<file path="src/hdl/tea_pkg.sv">
package tea_pkg;

    localparam int unsigned WORD_W  = 32;
    localparam int unsigned ROUND_W = 8;
    localparam int unsigned CFG_IDX_W = 3;

    localparam logic [WORD_W-1:0]  TEA_DELTA     = 32'h9E37_79B9;
    localparam logic [ROUND_W-1:0] ROUNDS_RESET  = 8'd32;

    // configuration register indexes
    localparam logic [CFG_IDX_W-1:0] CFG_KEY0   = 3'd0;
    localparam logic [CFG_IDX_W-1:0] CFG_KEY1   = 3'd1;
    localparam logic [CFG_IDX_W-1:0] CFG_KEY2   = 3'd2;
    localparam logic [CFG_IDX_W-1:0] CFG_KEY3   = 3'd3;
    localparam logic [CFG_IDX_W-1:0] CFG_ROUNDS = 3'd4;

    // operation codes
    localparam logic ACT_ENCRYPT = 1'b0;
    localparam logic ACT_DECRYPT = 1'b1;

    typedef struct packed {
        logic              action;
        logic [WORD_W-1:0] first_half;
        logic [WORD_W-1:0] second_half;
    } t_in_item;

    typedef struct packed {
        logic [WORD_W-1:0] result_first;
        logic [WORD_W-1:0] result_second;
    } t_out_item;

    typedef struct packed {
        logic [WORD_W-1:0] k0;
        logic [WORD_W-1:0] k1;
        logic [WORD_W-1:0] k2;
        logic [WORD_W-1:0] k3;
    } t_key;

    // controller to datapath
    typedef struct packed {
        logic load;
        logic round;
        logic store;
    } t_dp_cmd;

    // half-round mix: ((x << 4) + ka) ^ (x + sum) ^ ((x >> 5) + kb)
    function automatic logic [WORD_W-1:0] tea_mix(
        input logic [WORD_W-1:0] x,
        input logic [WORD_W-1:0] sum,
        input logic [WORD_W-1:0] ka,
        input logic [WORD_W-1:0] kb
    );
        logic [WORD_W-1:0] a;
        logic [WORD_W-1:0] b;
        logic [WORD_W-1:0] c;
        a = (x << 4) + ka;
        b = x + sum;
        c = (x >> 5) + kb;
        return a ^ b ^ c;
    endfunction

endpackage

</file>
<file path="src/hdl/tea_ctrl.sv">
module tea_ctrl import tea_pkg::*; (
    input  logic               i_clk,
    input  logic               i_rst_n,
    input  logic               i_in_valid,
    input  logic               i_out_stall,
    input  logic [ROUND_W-1:0] i_round_count,
    output logic               o_in_stall,
    output logic               o_out_valid,
    output logic               o_idle,
    output t_dp_cmd            o_cmd
);

    localparam logic S_IDLE = 1'b0;
    localparam logic S_RUN  = 1'b1;

    logic               r_state;
    logic               n_state;
    logic [ROUND_W-1:0] r_cnt;
    logic [ROUND_W-1:0] n_cnt;
    logic               r_out_valid;
    logic               n_out_valid;
    logic               out_free;
    logic               accept;

    assign accept   = i_in_valid && (r_state == S_IDLE);
    assign out_free = !r_out_valid || !i_out_stall;

    // sequence rounds, then hand the block to the output register
    always_comb begin
        n_state     = r_state;
        n_cnt       = r_cnt;
        n_out_valid = r_out_valid && i_out_stall;
        o_cmd       = '0;
        case (r_state)
            S_IDLE: begin
                if (accept) begin
                    o_cmd.load = 1'b1;
                    n_cnt      = i_round_count;
                    n_state    = S_RUN;
                end
            end
            S_RUN: begin
                if (r_cnt != '0) begin
                    o_cmd.round = 1'b1;
                    n_cnt       = r_cnt - 1'b1;
                end else if (out_free) begin
                    o_cmd.store = 1'b1;
                    n_out_valid = 1'b1;
                    n_state     = S_IDLE;
                end
            end
            default: begin
                n_state = S_IDLE;
            end
        endcase
    end

    always_ff @(posedge i_clk) begin
        if (!i_rst_n) begin
            r_state     <= S_IDLE;
            r_cnt       <= '0;
            r_out_valid <= 1'b0;
        end else begin
            r_state     <= n_state;
            r_cnt       <= n_cnt;
            r_out_valid <= n_out_valid;
        end
    end

    assign o_in_stall  = (r_state != S_IDLE);
    assign o_idle      = (r_state == S_IDLE);
    assign o_out_valid = r_out_valid;

endmodule

</file>
<file path="src/hdl/tea_dp.sv">
module tea_dp import tea_pkg::*; (
    input  logic               i_clk,
    input  t_dp_cmd            i_cmd,
    input  t_in_item           i_in_data,
    input  t_key               i_key,
    input  logic [ROUND_W-1:0] i_round_count,
    output t_out_item          o_out_data
);

    logic              r_action;
    logic [WORD_W-1:0] r_v0;
    logic [WORD_W-1:0] r_v1;
    logic [WORD_W-1:0] r_sum;
    t_out_item         r_out;

    logic [WORD_W+ROUND_W-1:0] dec_prod;
    logic [WORD_W-1:0]         enc_v0;
    logic [WORD_W-1:0]         enc_v1;
    logic [WORD_W-1:0]         dec_v0;
    logic [WORD_W-1:0]         dec_v1;

    // decryption starts at delta times the round count
    assign dec_prod = TEA_DELTA * i_round_count;

    // one encryption round, sum already advanced
    assign enc_v0 = r_v0 + tea_mix(r_v1, r_sum, i_key.k0, i_key.k1);
    assign enc_v1 = r_v1 + tea_mix(enc_v0, r_sum, i_key.k2, i_key.k3);

    // one decryption round, in reverse order
    assign dec_v1 = r_v1 - tea_mix(r_v0, r_sum, i_key.k2, i_key.k3);
    assign dec_v0 = r_v0 - tea_mix(dec_v1, r_sum, i_key.k0, i_key.k1);

    always_ff @(posedge i_clk) begin
        if (i_cmd.load) begin
            r_action <= i_in_data.action;
            r_v0     <= i_in_data.first_half;
            r_v1     <= i_in_data.second_half;
            r_sum    <= (i_in_data.action == ACT_DECRYPT) ? dec_prod[WORD_W-1:0] : TEA_DELTA;
        end else if (i_cmd.round) begin
            if (r_action == ACT_DECRYPT) begin
                r_v0  <= dec_v0;
                r_v1  <= dec_v1;
                r_sum <= r_sum - TEA_DELTA;
            end else begin
                r_v0  <= enc_v0;
                r_v1  <= enc_v1;
                r_sum <= r_sum + TEA_DELTA;
            end
        end
    end

    // hold the finished block until the beat is taken
    always_ff @(posedge i_clk) begin
        if (i_cmd.store) begin
            r_out.result_first  <= r_v0;
            r_out.result_second <= r_v1;
        end
    end

    assign o_out_data = r_out;

endmodule

</file>
<file path="src/hdl/tea_block_cipher.sv">
// TEA block cipher, one 64-bit block at a time, one round per clock.
// An accepted block is loaded, runs through its rounds, then is stored to the output register.
// The shared round unit takes no new block until the previous one has gone to the output register.
// A finished block waits in the output register while the next one is taken in.
// Reset (synchronous, active low): key words cleared, round count 32, no block pending.
module tea_block_cipher import tea_pkg::*; (
    input  logic                 i_clk,
    input  logic                 i_rst_n,
    input  logic                 i_in_valid,
    output logic                 o_in_stall,
    input  t_in_item             i_in_data,
    output logic                 o_out_valid,
    input  logic                 i_out_stall,
    output t_out_item            o_out_data,
    input  logic                 i_cfg_valid,
    output logic                 o_cfg_ready,
    input  logic [CFG_IDX_W-1:0] i_cfg_index,
    input  logic [WORD_W-1:0]    i_cfg_data
);

    t_key               r_key;
    logic [ROUND_W-1:0] r_rounds;
    t_dp_cmd            cmd;
    logic               idle;

    assign o_cfg_ready = idle;

    // configuration registers; writes past the list are dropped
    always_ff @(posedge i_clk) begin
        if (!i_rst_n) begin
            r_key    <= '0;
            r_rounds <= ROUNDS_RESET;
        end else if (i_cfg_valid && o_cfg_ready) begin
            case (i_cfg_index)
                CFG_KEY0:   r_key.k0 <= i_cfg_data;
                CFG_KEY1:   r_key.k1 <= i_cfg_data;
                CFG_KEY2:   r_key.k2 <= i_cfg_data;
                CFG_KEY3:   r_key.k3 <= i_cfg_data;
                CFG_ROUNDS: r_rounds <= i_cfg_data[ROUND_W-1:0];
                default: begin
                end
            endcase
        end
    end

    tea_ctrl u_ctrl (
        .i_clk         (i_clk),
        .i_rst_n       (i_rst_n),
        .i_in_valid    (i_in_valid),
        .i_out_stall   (i_out_stall),
        .i_round_count (r_rounds),
        .o_in_stall    (o_in_stall),
        .o_out_valid   (o_out_valid),
        .o_idle        (idle),
        .o_cmd         (cmd)
    );

    tea_dp u_dp (
        .i_clk         (i_clk),
        .i_cmd         (cmd),
        .i_in_data     (i_in_data),
        .i_key         (r_key),
        .i_round_count (r_rounds),
        .o_out_data    (o_out_data)
    );

endmodule

</file>
<file path="config.mk">
export PLATFORM = sky130hd
export DESIGN_NAME = tea_block_cipher
export DESIGN_NICKNAME = d
export VERILOG_FILES = /design/src/hdl/tea_pkg.sv /design/src/hdl/tea_ctrl.sv /design/src/hdl/tea_dp.sv /design/src/hdl/tea_block_cipher.sv
export SDC_FILE = /design/constraint.sdc
export NUM_CORES = 2
export LEC_CHECK = 0
export BUFFER_PORTS_ARGS = -buffer_cell sky130_fd_sc_hd__clkbuf_2
export CAP_MARGIN = 0
export CELL_PAD_IN_SITES_DETAIL_PLACEMENT = 1
export CELL_PAD_IN_SITES_GLOBAL_PLACEMENT = 2
export CORE_MARGIN = 1.5
export CORE_UTILIZATION = 43
export DETAILED_ROUTE_END_ITERATION = 10
export PLACE_DENSITY_LB_ADDON = 0.1
export SKIP_CTS_REPAIR_TIMING = 1
export SYNTH_ARGS = -nofsm -noshare
export SYNTH_HDL_FRONTEND = slang
export SYNTH_SLANG_ARGS = --single-unit
export TNS_END_PERCENT = 50
</file>
<file path="constraint.sdc">
create_clock -name i_clk -period 19.35 [get_ports i_clk]
set_input_delay 2.9025 -clock i_clk [delete_from_list [all_inputs] [get_ports i_clk]]
set_output_delay 2.9025 -clock i_clk [all_outputs]
set_load 0.01 [all_outputs]
</file>
; ---- After elaboration in Yosys (flattened, before gate mapping)
; Index checks and enable logic that the tools add are counted.
[word_totals]
reg_bits = 307
inputBits = 105
out_inout_bits = 67
wordCells = 89
[classes]
add_sub_neg = 19
multipliers = 1
n_eq_ne = 6
n_mux = 25
bitwise = 9
n_reduce_logical = 15
[ops]
columns = op, count
row1 = adder 32 bit, 10
row2 = 2-to-1 mux 32 bit, 10
row3 = bitwise XOR 32 bit, 8
row4 = adder 27 x 32 -> 32 bit, 4
row5 = subtractor 32 bit, 2
row6 = "adder 32 bit, second input constant", 1
row7 = "multiplier 32 x 8 -> 32 bit, first input constant", 1
row8 = "subtractor 32 bit, second input constant", 1
row9 = 2-to-1 mux 8 bit, 2
row10 = one-hot mux 8 bit (2 select lines), 1
row11 = AND reduction 2 bit, 6
row12 = 2-to-1 mux 1 bit, 10
row13 = nonzero test 8 bit, 1
row14 = "subtractor 8 x 1 -> 8 bit, second input constant", 1
row15 = "== test 3 x 2 -> 1 bit, second input constant", 2
row16 = "== test 3 x 1 -> 1 bit, second input constant", 1
row17 = "== test 3 bit, second input constant", 1
row18 = logical AND 1 bit, 3
row19 = zero test 3 bit, 1
row20 = zero test 1 bit, 2
row21 = 2-to-1 mux 2 bit, 1
row22 = "!= test 2 x 1 -> 1 bit, second input constant", 1
row23 = "!= test 2 bit, second input constant", 1
row24 = one-hot mux 1 bit (2 select lines), 1
row25 = other kinds (3), 3

; ---- Logic depth before layout (Yosys ltp)
[depth]
word_depth = 11
ltp_mapped = 47
ltp_nobuf = 47

; ---- Cells and area by module
; A second synthesis with hierarchy kept.
[unflattened]
hier_cells = 4663
area_unflattened_um2 = 40169.8
[modules_own_cells]
columns = module, instances, cells_per_inst, area_per_inst_um2, seq_area_each_um2
row1 = tea_dp, 1, 4114, 34601.9, 4834.6
row2 = tea_block_cipher, 1, 481, 4978.5, 2722.6
row3 = tea_ctrl, 1, 68, 589.3, 200.2

; ---- Worst setup path after synthesis
; Ideal clock, no wire load.
[synth_timing]
path_type = input to register
start = input i_out_stall
end = register u_dp.r_out, in the netlist u_dp.o_out_data[0], enable pin
setup_time_ns = 0.670
arrival_time_ns = 9.600
t_required_ns = 18.680
setup_slack_ns = 9.080
stages = 2
n_path_buf = 0
cell_sequence = nand2_1 -> nor4b_1
[synth_lines]
columns = element, line
row1 = "start, declared", tea_block_cipher.sv:13  ; input logic i_out_stall,
row2 = "end, declared", tea_dp.sv:14  ; t_out_item r_out;

; ---- Final worst setup path
[layout_timing]
start = register u_dp.r_v0[1]
end = register u_dp.r_v0[31], data pin
[layout_via]
elab_chain_cells = 11
word_cells_on_any_way = 15
classes_between = add/sub: 8 / mux: 3 / bitwise: 4
[layout_lines]
columns = element, line
row1 = "start, declared", tea_dp.sv:11  ; logic [WORD_W-1:0] r_v0;
row2 = "start signal, assigned", tea_dp.sv:36  ; r_v0 <= i_in_data.first_half;
row3 = "start signal, assigned", tea_dp.sv:41  ; r_v0 <= dec_v0;
row4 = "start signal, assigned", tea_dp.sv:45  ; r_v0 <= enc_v0;
row5 = "adder 32 bit, on equally long branches", "tea_pkg.sv:57, tea_pkg.sv:56"
row6 = bitwise XOR 32 bit (2 in series), tea_pkg.sv:59  ; return a ^ b ^ c;
row7 = subtractor 32 bit, tea_dp.sv:30  ; assign dec_v1 = r_v1 - tea_mix(r_v0, r_sum, i_key.k2, i_key.k3);
row8 = "adder 32 bit, on equally long branches", "tea_pkg.sv:57, tea_pkg.sv:56"
row9 = bitwise XOR 32 bit (2 in series), tea_pkg.sv:59
row10 = subtractor 32 bit, tea_dp.sv:31  ; assign dec_v0 = r_v0 - tea_mix(dec_v1, r_sum, i_key.k0, i_key.k1);
row11 = 2-to-1 mux 32 bit *, tea_dp.sv:40  ; if (r_action == ACT_DECRYPT) begin
row12 = 2-to-1 mux 32 bit *, tea_dp.sv:39  ; end else if (i_cmd.round) begin
row13 = 2-to-1 mux 32 bit *, tea_dp.sv:34  ; if (i_cmd.load) begin
; Every way passes the cells marked *; elsewhere a longest branch is shown, timed or not. The select of a mux whose other input is x is not followed.
; A chain may end at the register's enable or synchronous reset.

==> flow_summary.json <==
{
  "worstSetupPathType": "flop to flop",
  "crit_path_start_kind": "flop",
  "drc_errors": 0,
  "avgRoutedWirePerCell_um": 27.0,
  "drt_iter0_markers": 2746,
  "register_area_mm2": 0.00776,
  "setup_viol": 0,
  "vias": 38200,
  "finalWirelength_mm": 170,
  "synthCells": 4822,
  "ys_types": 88,
  "stdcell_area_mm2": 0.0441,
  "rows": 111,
  "cp-end-kind": "flop",
  "clk_latency_ns": 0.63,
  "place_area_mm2": 0.0426,
  "synth_fp_nets": 5585,
  "worst_ep_required_time_ns": 19.71,
  "overflow": 0,
  "fin_nets": 5766,
  "synth_edf_count": 161,
  "final_cell_mix": "xnor2_1 (583), ha_1 (579), nand2_1 (518)",
  "crit_path_max_fanout": 9,
  "multi_input_area_mm2": 0.0312,
  "synthTopCellsByArea": "ha_1 (18%), xnor2_1 (13%), edfxtp_1 (12%)",
  "die_w_um": 308,
  "cts_tree": "yes",
  "drive_above_1_share_pct": 7.01,
  "gp_congestion": 0.983,
  "synth_seq_area_share_pct": 19.3,
  "antenna_found_initial": 6,
  "final_common_cell": "xnor2_1",
  "die_y_um": 308,
  "post-route-period-util_pct": 60.2,
  "cpPeakStageDelay_ns": 0.82,
  "groute.usage.overall_pct": 35.3,
  "tightest_slew_ns": 1.13,
  "synthFlopType": "edfxtp_1",
  "crit_slowest_cell": "a2111oi_0",
  "cts_buffer_depth": 3,
  "htree_num_levels": 2,
  "ys_ff_latch": 307,
  "hold_viol": 0,
  "final_core_util_pct": 47.9,
  "holdWs_ns": 0.487,
  "period_needed_ns": 11.65,
  "yosys_warnings": 0,
  "mappedNetlistArea_mm2": 0.0401,
  "grt_pass1_vias": 38400,
  "rsz0062_at_grt": "no",
  "start_util_pct": 43.6,
  "maxCapViolCount": 0,
  "cts-root-buf": "clkbuf_16",
  "min_path_type": "flop to flop",
  "post-dp-hpwl_mm": 139,
  "fill_cells": 11200,
  "cts_buffers": 42,
  "clock-sinks": 307,
  "finalSetupTns_ns": 0,
  "area_delta_synth_final_pct": 9.85,
  "cpMostUsedCell": "xnor2_1",
  "yosysTopAreaCellShare_pct": 18.1,
  "antenna_left": 0,
  "slew_violations": 0,
  "synthArstFlopShare_pct": 0,
  "dr.pass1.iters": 5,
  "finalClockSkew_ns": 0.0230,
  "coreArea_mm2": 0.0921,
  "fmax_mhz": 85.8,
  "routed_via_density": 6.09,
  "path_clk_slew_ns": 0.06,
  "io_pins": 172,
  "maxSlewHeadroom_pct": 25.0,
  "cp.arrival_ns": 12.01,
  "port_buffers": 171,
  "die_area_mm2": 0.0952,
  "grt_pass1_wl_mm": 248,
  "avgSynthCellArea_um2": 8.32,
  "grt_max_degree": 81,
  "status": "finished, final reports clean",
  "synth_area_leader_cell": "ha_1"
}
## cells by family after synthesis
group	synth area share, %
DFF	19.3
xor gates and xnor gates	16.6
adders and majority gates	22.0
muxes	0.630
AOI/OAI and AO/OA	24.2
and+or+nand+nor	14.3
buffers and inverters	2.93
## worst max-delay path, delay by kind of cell, from the launching register on
kind	cells	cell delay [ns]
compound gates	17	5.43
flops	1	0.63
xor+xnor	9	2.29
fa+ha+maj	4	1.71
simple gates	9	1.08
mux	1	0.21
## cells in the mapped netlist (all sizes together), types with 8 or more instances
master    n
a21boi  142
o21a     65
fa       79
nor2b    66
and4     11
clkbuf   87
ha      579
nand4    30
a221oi    8
a31oi    50
o21bai   64
and2     23
o31a      8
a21o    224
or2      16
a41oi    14
a211oi   41
a31o     10
a211o    12
nor3     62
mux2i    23
o21ai   246
and3     29
dfxtp   146
or3      17
nor2    318
o31ai    17
a21oi   462
a22oi    14
xor2    160
o41ai     8
nand2b   65
inv     221
o211ai   23
xnor2   583
o22ai    15
nand3    75
a221o     9
nand2   519
edfxtp  161
## cell type report
class                   count  area share, %
multi-input cells        4202           70.8
well taps                1243           3.53
diodes                      2         0.0114
flip-flops and latches    307           17.6
repair buffers            227           2.90
clock inverters            22          0.437
clock buffers              55           2.80
inverters                 223           1.90
## sequential cells by signal (all words and copies together), names as in the netlist
| name | flops |
|---|---|
| r_rounds | 8 |
| u_dp.r_v1 | 32 |
| r_key | 128 |
| u_ctrl.r_cnt | 8 |
| u_dp.r_v0 | 32 |
| u_dp.r_action | 1 |
| u_ctrl.o_out_valid | 1 |
| u_ctrl.o_in_stall | 1 |
| u_dp.o_out_data | 64 |
| u_dp.r_sum | 32 |
## stage by stage
step                setup WS (ns)  instances
floorplan                    9.08       4822
detailed placement           7.93       6202
finish                       7.70       6281
global placement             7.99       6202
global route                 7.30       6279
CTS                          7.88       6279
## metal layers
layer	vias up	track usage, %	share of wire (%)	wire length, um
li1	17700	-	-	-
met1	19100	49.8	46	78000
met2	1220	55.4	44	74000
met3	199	6.29	8.1	13800
met4	0	8.28	2.4	4040
met5	-	0	0	0
## worst paths after layout
check | from | endpoint | slack, ns | cells after the start
max reg2reg | u_dp.r_v0[1]$_DFFE_PP_ | u_dp.r_v0[31]$_DFFE_PP_ | 7.70 | 40
min reg2reg | r_key[95]$_SDFFE_PN0P_ | r_key[95]$_SDFFE_PN0P_ | 0.49 | 2
min | r_key[95]$_SDFFE_PN0P_ | r_key[95]$_SDFFE_PN0P_ | 0.49 | 2
max | u_dp.r_v0[1]$_DFFE_PP_ | u_dp.r_v0[31]$_DFFE_PP_ | 7.70 | 40
Power is not shown: default switching activity piles up to over one toggle a cycle in this logic, so the estimate is an artifact.
